==> src/hw/rtl/xbsc_pkg.sv <==
// Constants shared by the XOR basis subset counter.
`timescale 1ns / 1ps
package xbsc_pkg;

  localparam int WIDTH      = 20;
  localparam int MAX_ITEMS  = 32;

  localparam int WORD_W     = 20;
  localparam int THR_W      = 20;
  localparam int COUNT_W    = 33;
  localparam int RANK_OUT_W = 5;

  localparam int IDX_W  = (WIDTH > 1) ? $clog2(WIDTH) : 1;
  localparam int CNT_W  = $clog2(MAX_ITEMS + 1);
  localparam int RANK_W = $clog2(WIDTH + 1);
  localparam int LESS_W = WIDTH + 1;
  localparam int SH_W   = (WIDTH + 1 + MAX_ITEMS > COUNT_W + 1) ?
                          (WIDTH + 1 + MAX_ITEMS) : (COUNT_W + 1);

endpackage

==> src/hw/rtl/xbsc_ram.sv <==
// Generic single-port-write, single-port-read RAM with registered read data.
`timescale 1ns / 1ps
module xbsc_ram #(
  parameter int DATA_W = 8,
  parameter int DEPTH  = 16,
  localparam int ADDR_W = (DEPTH > 1) ? $clog2(DEPTH) : 1
) (
  input  logic              clk,
  input  logic              we,
  input  logic [ADDR_W-1:0] waddr,
  input  logic [DATA_W-1:0] wdata,
  input  logic [ADDR_W-1:0] raddr,
  output logic [DATA_W-1:0] rdata
);

  logic [DATA_W-1:0] mem [DEPTH];

  always_ff @(posedge clk) begin
    if (we) begin
      mem[waddr] <= wdata;
    end
    rdata <= mem[raddr];
  end

endmodule

==> src/hw/rtl/xor_basis_subset_count.sv <==
// XOR basis subset counter: word insertion, rank and threshold subset count.
// Insertion: a word holds busy high while S_INS walks the basis down from its top bit,
//   one basis RAM read per bit, and not at all when refused after MAX_ITEMS words; a
//   last word adds S_WPRE, S_WALK, S_SPAN, S_OUT; its result strobe comes with busy low.
// Throughput: one word at a time, the next taken at the first edge with busy low; the
//   receiver cannot stall. Reset clears valid flags, counters, overflow and threshold.
`timescale 1ns / 1ps
module xor_basis_subset_count
  import xbsc_pkg::*;
(
  input  logic               clk,
  input  logic               rst,
  input  logic               threshold_we,
  input  logic [THR_W-1:0]   threshold,
  input  logic               start,
  output logic               busy,
  input  logic [WORD_W-1:0]  word,
  input  logic               last,
  output logic               done,
  output logic [COUNT_W-1:0] subset_count,
  output logic [RANK_OUT_W-1:0] basis_rank,
  output logic               overflow
);

  localparam logic [2:0] S_IDLE = 3'd0;
  localparam logic [2:0] S_INS  = 3'd1;
  localparam logic [2:0] S_WPRE = 3'd2;
  localparam logic [2:0] S_WALK = 3'd3;
  localparam logic [2:0] S_SPAN = 3'd4;
  localparam logic [2:0] S_OUT  = 3'd5;

  logic [2:0]        state;
  logic [THR_W-1:0]  thr;
  logic [WIDTH-1:0]  v;
  logic              last_q;
  logic [IDX_W-1:0]  idx;
  logic [WIDTH-1:0]  valid;
  logic [RANK_W-1:0] rank;
  logic [CNT_W-1:0]  items;
  logic              ovf;
  logic [WIDTH-1:0]  x;
  logic              live;
  logic [RANK_W-1:0] rem;
  logic [LESS_W-1:0] less;
  logic [LESS_W-1:0] span;
  logic [CNT_W-1:0]  shift;

  logic [WORD_W+WIDTH-1:0] word_ext;
  logic [WIDTH-1:0]        word_v;
  logic [THR_W+WIDTH-1:0]  thr_ext;
  logic [THR_W+WIDTH-1:0]  thr_top;
  logic [WIDTH-1:0]        thr_w;
  logic                    thr_hi;

  logic              ram_we;
  logic [IDX_W-1:0]  ram_raddr;
  logic [WIDTH-1:0]  ram_rdata;
  logic [WIDTH-1:0]  entry;
  logic              entry_ok;
  logic [RANK_W-1:0] rem_dec;
  logic [SH_W-1:0]   shifted;
  logic              sat;

  assign word_ext = {{WIDTH{1'b0}}, word};
  assign word_v   = word_ext[WIDTH-1:0];
  assign thr_ext  = {{WIDTH{1'b0}}, thr};
  assign thr_w    = thr_ext[WIDTH-1:0];
  assign thr_top  = thr_ext >> WIDTH;
  assign thr_hi   = |thr_top;

  assign busy     = (state != S_IDLE);
  assign entry_ok = valid[idx];
  assign entry    = ram_rdata & {WIDTH{entry_ok}};
  assign rem_dec  = rem - 1'b1;
  assign ram_we   = (state == S_INS) && v[idx] && !entry_ok;

  always_comb begin
    unique case (state)
      S_IDLE:  ram_raddr = IDX_W'(WIDTH - 1);
      S_WPRE:  ram_raddr = IDX_W'(WIDTH - 1);
      S_INS:   ram_raddr = idx - 1'b1;
      S_WALK:  ram_raddr = idx - 1'b1;
      default: ram_raddr = idx;
    endcase
  end

  assign shifted = SH_W'(span) << shift;
  assign sat     = |shifted[SH_W-1:COUNT_W];

  xbsc_ram #(
    .DATA_W (WIDTH),
    .DEPTH  (WIDTH)
  ) u_basis (
    .clk   (clk),
    .we    (ram_we),
    .waddr (idx),
    .wdata (v),
    .raddr (ram_raddr),
    .rdata (ram_rdata)
  );

  always_ff @(posedge clk) begin
    if (rst) begin
      thr <= '0;
    end else if (threshold_we) begin
      thr <= threshold;
    end
  end

  always_ff @(posedge clk) begin
    if (rst) begin
      state <= S_IDLE;
      valid <= '0;
      rank  <= '0;
      items <= '0;
      ovf   <= 1'b0;
      done  <= 1'b0;
    end else begin
      done <= 1'b0;
      unique case (state)
        S_IDLE: begin
          if (start) begin
            v      <= word_v;
            last_q <= last;
            idx    <= IDX_W'(WIDTH - 1);
            if (items < CNT_W'(MAX_ITEMS)) begin
              state <= S_INS;
            end else begin
              ovf <= 1'b1;
              if (last) begin
                state <= S_WPRE;
              end
            end
          end
        end
        S_INS: begin
          if (v[idx] && !entry_ok) begin
            valid[idx] <= 1'b1;
            rank       <= rank + 1'b1;
            items      <= items + 1'b1;
            state      <= last_q ? S_WPRE : S_IDLE;
          end else begin
            if (v[idx]) begin
              v <= v ^ entry;
            end
            if (idx == '0) begin
              items <= items + 1'b1;
              state <= last_q ? S_WPRE : S_IDLE;
            end else begin
              idx <= idx - 1'b1;
            end
          end
        end
        S_WPRE: begin
          idx   <= IDX_W'(WIDTH - 1);
          x     <= '0;
          rem   <= rank;
          live  <= !thr_hi;
          less  <= thr_hi ? (LESS_W'(1) << rank) : '0;
          state <= S_WALK;
        end
        S_WALK: begin
          if (entry_ok) begin
            rem <= rem_dec;
          end
          if (live) begin
            if (entry_ok) begin
              if (thr_w[idx]) begin
                less <= less + (LESS_W'(1) << rem_dec);
                if (!x[idx]) begin
                  x <= x ^ entry;
                end
              end else if (x[idx]) begin
                x <= x ^ entry;
              end
            end else if (!x[idx] && thr_w[idx]) begin
              less <= less + (LESS_W'(1) << rem);
              live <= 1'b0;
            end else if (x[idx] && !thr_w[idx]) begin
              live <= 1'b0;
            end
          end
          if (idx == '0) begin
            state <= S_SPAN;
          end else begin
            idx <= idx - 1'b1;
          end
        end
        S_SPAN: begin
          span  <= (LESS_W'(1) << rank) - less;
          shift <= items - CNT_W'(rank);
          state <= S_OUT;
        end
        S_OUT: begin
          subset_count <= sat ? {COUNT_W{1'b1}} : shifted[COUNT_W-1:0];
          basis_rank   <= RANK_OUT_W'(rank);
          overflow     <= ovf;
          done         <= 1'b1;
          valid        <= '0;
          rank         <= '0;
          items        <= '0;
          ovf          <= 1'b0;
          state        <= S_IDLE;
        end
        default: state <= S_IDLE;
      endcase
    end
  end

  a_rank_matches_valid: assert property (@(posedge clk) disable iff (rst)
    $countones(valid) == rank)
    else $error("basis rank out of step with entry valid flags");

  a_rank_le_items: assert property (@(posedge clk) disable iff (rst)
    CNT_W'(rank) <= items)
    else $error("rank exceeds number of loaded words");

  a_done_after_out: assert property (@(posedge clk) disable iff (rst)
    done |-> $past(state == S_OUT))
    else $error("result strobe without final step");

  a_cleared_after_result: assert property (@(posedge clk) disable iff (rst)
    done |-> (items == '0 && valid == '0 && !ovf))
    else $error("set state not cleared after result");

  a_write_only_empty: assert property (@(posedge clk) disable iff (rst)
    ram_we |-> !valid[idx])
    else $error("basis entry overwritten");

endmodule
==> config.mk <==
export PLATFORM = sky130hd
export DESIGN_NAME = xor_basis_subset_count
export DESIGN_NICKNAME = d
export VERILOG_FILES = /design/src/hw/rtl/xbsc_pkg.sv /design/src/hw/rtl/xbsc_ram.sv /design/src/hw/rtl/xor_basis_subset_count.sv
export SDC_FILE = /design/constraint.sdc
export NUM_CORES = 1
export LEC_CHECK = 0
export BUFFER_PORTS_ARGS = -buffer_cell sky130_fd_sc_hd__buf_2
export CAP_MARGIN = 30
export CORE_ASPECT_RATIO = 1.4
export CORE_MARGIN = 8
export CORE_UTILIZATION = 30
export DETAILED_ROUTE_END_ITERATION = 8
export PLACE_DENSITY = 0.5
export SLEW_MARGIN = 20
export SYNTH_ARGS = -nofsm -noshare
export SYNTH_HDL_FRONTEND = slang
export SYNTH_HIERARCHICAL = 1
export SYNTH_SLANG_ARGS = --single-unit
==> constraint.sdc <==
create_clock -name clk -period 6.8 [get_ports clk]
set_input_delay 1.36 -clock clk [delete_from_list [all_inputs] [get_ports clk]]
set_output_delay 1.36 -clock clk [all_outputs]
set_load 0.05 [all_outputs]
### Word-level counts from Yosys, hierarchy flattened

Memory sizes are Yosys's and may differ from the RTL's. A register that Yosys moved wholly into a read port is not among the register bits.
Cells that the tools add are included.

* add/subtract/negate cells: 8
* order comparisons: 3
* eq/ne operators: 19
* shifts and indexed selects: 4
* muxes and demuxes: 58
* bitwise logic cells: 5
* reduce and logical (&&, ||, !) cells: 33

Operator list (number)
* $mux W20: 9
* $pmux W20 S2: 3
* $mux W21: 4
* $shl A1 B5 Y21 const A: 3
* $shl A21 B6 Y53: 1
* $add A21 B21 Y21: 2
* $pmux W21 S2: 1
* $xor A20 B20 Y20: 2
* $pmux W5 S2: 3
* $mux W5: 5
* $sub A21 B21 Y21: 1
* $and A20 B20 Y20: 1
* $bmux W1 S5: 4
* $or A20 B20 Y20: 1
* $pmux W5 S4: 1
* $reduce_or A20 Y1: 1
* $mux W3: 6
* $ne A3 B3 Y1 const B: 5
* $pmux W3 S5: 1
* $mux W1: 14
* $mux W6: 2
* $ne A2 B2 Y1 const B: 6
* $pmux W6 S2: 1
* $reduce_and A2 Y1: 5
* other kinds (28): 48

* register bits: 195
* RAM bits: 400
* input port bits: 45
* output and inout bits: 41
* logic and storage cells: 150
* memories: 1

Memory list
* u_basis.mem: depth 20, bits a word 20, read ports 1, clocked after Yosys merged registers in 1, wr ports 1, line xbsc_ram.sv:16 `logic [DATA_W-1:0] mem [DEPTH];`

### Longest topological paths before layout

* depth after elaboration: 9
* depth in mapped cells: 20
* mapped depth without buffers: 18

### Cells and area by module

Netlist, hierarchy kept.

Modules (own cells, without submodules)
* xbsc_ram: times used 1, cells an instance 849, area each 15962.8 sq um, seq. area each 12411.9 sq um
* xor_basis_subset_count: times used 1, cells an instance 1297, area each 12679.7 sq um, seq. area each 5295.1 sq um

### Worst setup path after synthesis

OpenSTA, ideal clock, no wires.

* kind: input-to-reg
* start point: input port rst
* end point: register basis_rank[0] (enable)
* library setup time: 492 ps
* data arrival time: 4627 ps
* required time: 6308 ps
* path slack: 1681 ps
* stages: 3
* path buffers: 1
* cells stage by stage: clkbuf_1 > nand2b_1 > nor3b_1

* longest elaborated chain between the ends: 2

RTL lines
* start: declaration: line xor_basis_subset_count.sv:12 `input logic rst,`
* $not A1 Y1 (no line)
* $reduce_and A2 Y1 (no line)
* end signal: assignment: line xor_basis_subset_count.sv:196 `basis_rank <= RANK_OUT_W'(rank);`
* end: declaration: line xor_basis_subset_count.sv:21 `output logic [RANK_OUT_W-1:0] basis_rank,`

Every way passes these cells.
A chain may end at the register's enable or synchronous reset.

### Worst setup path in the final report

* start point: register idx[0]
* end point: register less[14], data pin

* longest elaborated chain between the ends: 5

RTL lines
* start: declaration: line xor_basis_subset_count.sv:36 `logic [IDX_W-1:0] idx;`
* start signal: assignment: line xor_basis_subset_count.sv:125 `idx <= IDX_W'(WIDTH - 1);`
* start signal: assignment: line xor_basis_subset_count.sv:150 `idx <= idx - 1'b1;`
* start signal: assignment: line xor_basis_subset_count.sv:155 `idx <= IDX_W'(WIDTH - 1);`
* $bmux W1 S5: line xor_basis_subset_count.sv:72 `assign entry_ok = valid[idx];`
* $mux W1 (not written as such): line xor_basis_subset_count.sv:72
* $mux W21: line xor_basis_subset_count.sv:167 `if (entry_ok) begin`
* $mux W21: line xor_basis_subset_count.sv:166 `if (live) begin`
* $pmux W21 S2: line xor_basis_subset_count.sv:120 `unique case (state)`
* end signal: assignment: line xor_basis_subset_count.sv:159 `less <= thr_hi ? (LESS_W'(1) << rank) : '0;`
* end signal: assignment: line xor_basis_subset_count.sv:169 `less <= less + (LESS_W'(1) << rem_dec);`
* end signal: assignment: line xor_basis_subset_count.sv:177 `less <= less + (LESS_W'(1) << rem);`
* end: declaration: line xor_basis_subset_count.sv:44 `logic [LESS_W-1:0] less;`

Every way passes these cells. The select of a mux whose other input is x is not followed.

==> results.json <==
{
  "status": "finished, final reports clean",
  "path_buf_inv": 1,
  "io-pin-count": 86,
  "gr-usage-all-layers": 0.138,
  "synth_nets": 2254,
  "setup_viol": 0,
  "worstPathMaxFanout": 16,
  "tns_ps": 0,
  "core-area_um2": 95100,
  "clock-sinks": 615,
  "clk_latency_ps": 650,
  "fmax_mhz": 178,
  "place_congestion": 0.850,
  "grt_pass1_vias": 18200,
  "via_per_inst": 5.06,
  "min_period_ps": 5620,
  "drv_slew": 0,
  "yosys_warnings": 6,
  "grt_max_degree": 107,
  "start_kind": "register",
  "start_util": 0.301,
  "dp.cells": 3394,
  "via_count": 17800,
  "fin_skew_ps": 40.6,
  "critPathTopFamily": "compound AO/OA/AOI/OAI gates",
  "cts_tree": "done",
  "p_leak_nw": 12.1,
  "h-tree-depth": 2,
  "tightest_slew_ps": 947,
  "netlist_instances": 2146,
  "rsz0062_at_grt": "no",
  "max-slew-margin-rel": 0.369,
  "ctsHoldBuffers": 0,
  "layout_commonest_cell": "edfxtp_1",
  "nets": 2344,
  "drive_gt1_frac": 0.170,
  "avgSynthCellArea_um2": 13.3,
  "hp-class": "register to register",
  "antenna_left": 0,
  "peakVddDrop_mv": 0.181,
  "ys_async_sr_fraction": 0,
  "cp-end-kind": "register",
  "root_buffer": "clkbuf_16",
  "synth_ff_type": "edfxtp_1",
  "cpPeakStageDelay_ps": 780,
  "crit_required_ps": 7150,
  "hold_violations": 0,
  "drt_first_pass_iters": 7,
  "finalNonFillerCells": 3515,
  "die_h_um": 382,
  "syn2layout_area_growth_pct": 14.4,
  "ys_types": 79,
  "drc_errors": 0,
  "first_iter_violations": 1280,
  "final_cell_mix": "539 x edfxtp_1, 197 x nor2_1, 182 x mux2i_1",
  "postCtsSetupRepairBufs": 0,
  "p_per_area_nw_per_um2": 256,
  "grt_pass1_wl_mm": 115,
  "dieArea_um2": 106000,
  "gr-total-overflow": 0,
  "slowest_stage": "edfxtp_1",
  "antenna_found_initial": 7,
  "port_buffers": 85,
  "rows": 134,
  "avgRoutedWirePerCell_um": 21.5,
  "crit_type": "register to register",
  "drv_cap": 0,
  "worstPathCellList": "mux4_2 > a22oi_1 > and3_1 > nor2_1 > a21oi_1 > nor2_1 > ha_1 > fa_1 > a21oi_1 > o22ai_1 > o41ai_1 > buf_4 > o21bai_1 > a21o_1 > a21oi_1 > xor2_1 > nor2_1",
  "clk_pin_slew_ps": 60,
  "cts_inserted_buffers": 61,
  "dp_hpwl_mm": 50.0,
  "cts_max_path_buffers": 3,
  "die_w_um": 277,
  "arrival_ps": 5970,
  "ys_ff_latch": 615,
  "ys_seq_area_frac": 0.618,
  "syn_area_um2": 28600,
  "wl_mm": 75.5,
  "finalCritPeriodShare": 0.826,
  "synth_edf_count": 539,
  "cts_resized": 0
}
-- sequential cells by signal (all words and copies together) (netlist names), 6 cells and up --
signal	count
u_basis/rdata	20
items	6
span	21
subset_count	33
v	20
less	21
thr	20
u_basis/mem	400
valid	20
shift	6
x	20
-- Yosys cell counts, types with 28 or more instances --
cell | number | area (um^2)
edfxtp_1 | 539 | 16200
nor2_1 | 218 | 818
mux2i_1 | 183 | 1830
nand2_1 | 150 | 563
a21oi_1 | 109 | 546
dfxtp_1 | 76 | 1520
o21ai_0 | 62 | 310
ha_1 | 60 | 751
xor2_1 | 59 | 517
clkbuf_1 | 58 | 218
mux4_2 | 56 | 1260
inv_1 | 55 | 206
nand3_1 | 37 | 185
o22ai_1 | 35 | 219
mux2_2 | 30 | 338
buf_2 | 28 | 140
xnor2_1 | 28 | 245
-- worst paths after layout --
path	slack, ps	from	cells after the start	end
setup / recovery	1180	idx[0]	17	less[14]
hold / removal	450	ovf	0	overflow
setup reg to reg	1180	idx[0]	17	less[14]
hold reg to reg	450	ovf	0	overflow
-- logic make-up after synthesis --
group                      count (synthesis)  synth area share
adders and majority gates                 63            0.0283
AOI/OAI and AO/OA                        382            0.0881
muxes                                    273             0.123
and+or+nand+nor                          552            0.0878
buffers and inverters                    174            0.0280
DFF                                      615             0.618
xor gates and xnor gates                  87            0.0266
-- layer usage --
layer  global-route usage  vias to the layer above  share of wire
met1                0.174                     8970           0.43
met2                0.247                      402           0.51
met5                    0                        -        0.00049
met3               0.0229                      103          0.043
li1                     -                     8307              -
met4               0.0330                        6          0.020
-- report_power, final --
part / internal, mW / total (mW) / switching, mW
Clock: 2.11 / 3.59 / 1.48
Combinational: 0.219 / 0.562 / 0.344
Sequential: 4.16 / 4.23 / 0.0680
Total: 6.49 / 8.38 / 1.89
-- layout make-up --
type | count | area [um^2]
tap | 1224 | 1530
clock buffer | 82 | 1740
fill | 9232 | 62300
inverter | 57 | 214
antenna | 2 | 5.00
multi-input combinational | 1357 | 10200
clock inverter | 34 | 423
sequential | 615 | 17700
timing repair buffer | 144 | 896
-- stage by stage --
step                      worst slack, ps  hold WS [ps]  total power, mW  instance area [um^2]   util
final                                1180           450             8.38                 32800  0.345
after global placement               1150           428             4.87                 30500  0.321
after detailed placement             1110           421             4.88                 30600  0.321
after global routing                  637           458             8.67                 32800  0.345
after CTS                            1060           447             8.50                 32700  0.344
after floorplan                      1680           406             4.69                 28600      -
No activity file was read; power rests on OpenSTA's default activity.
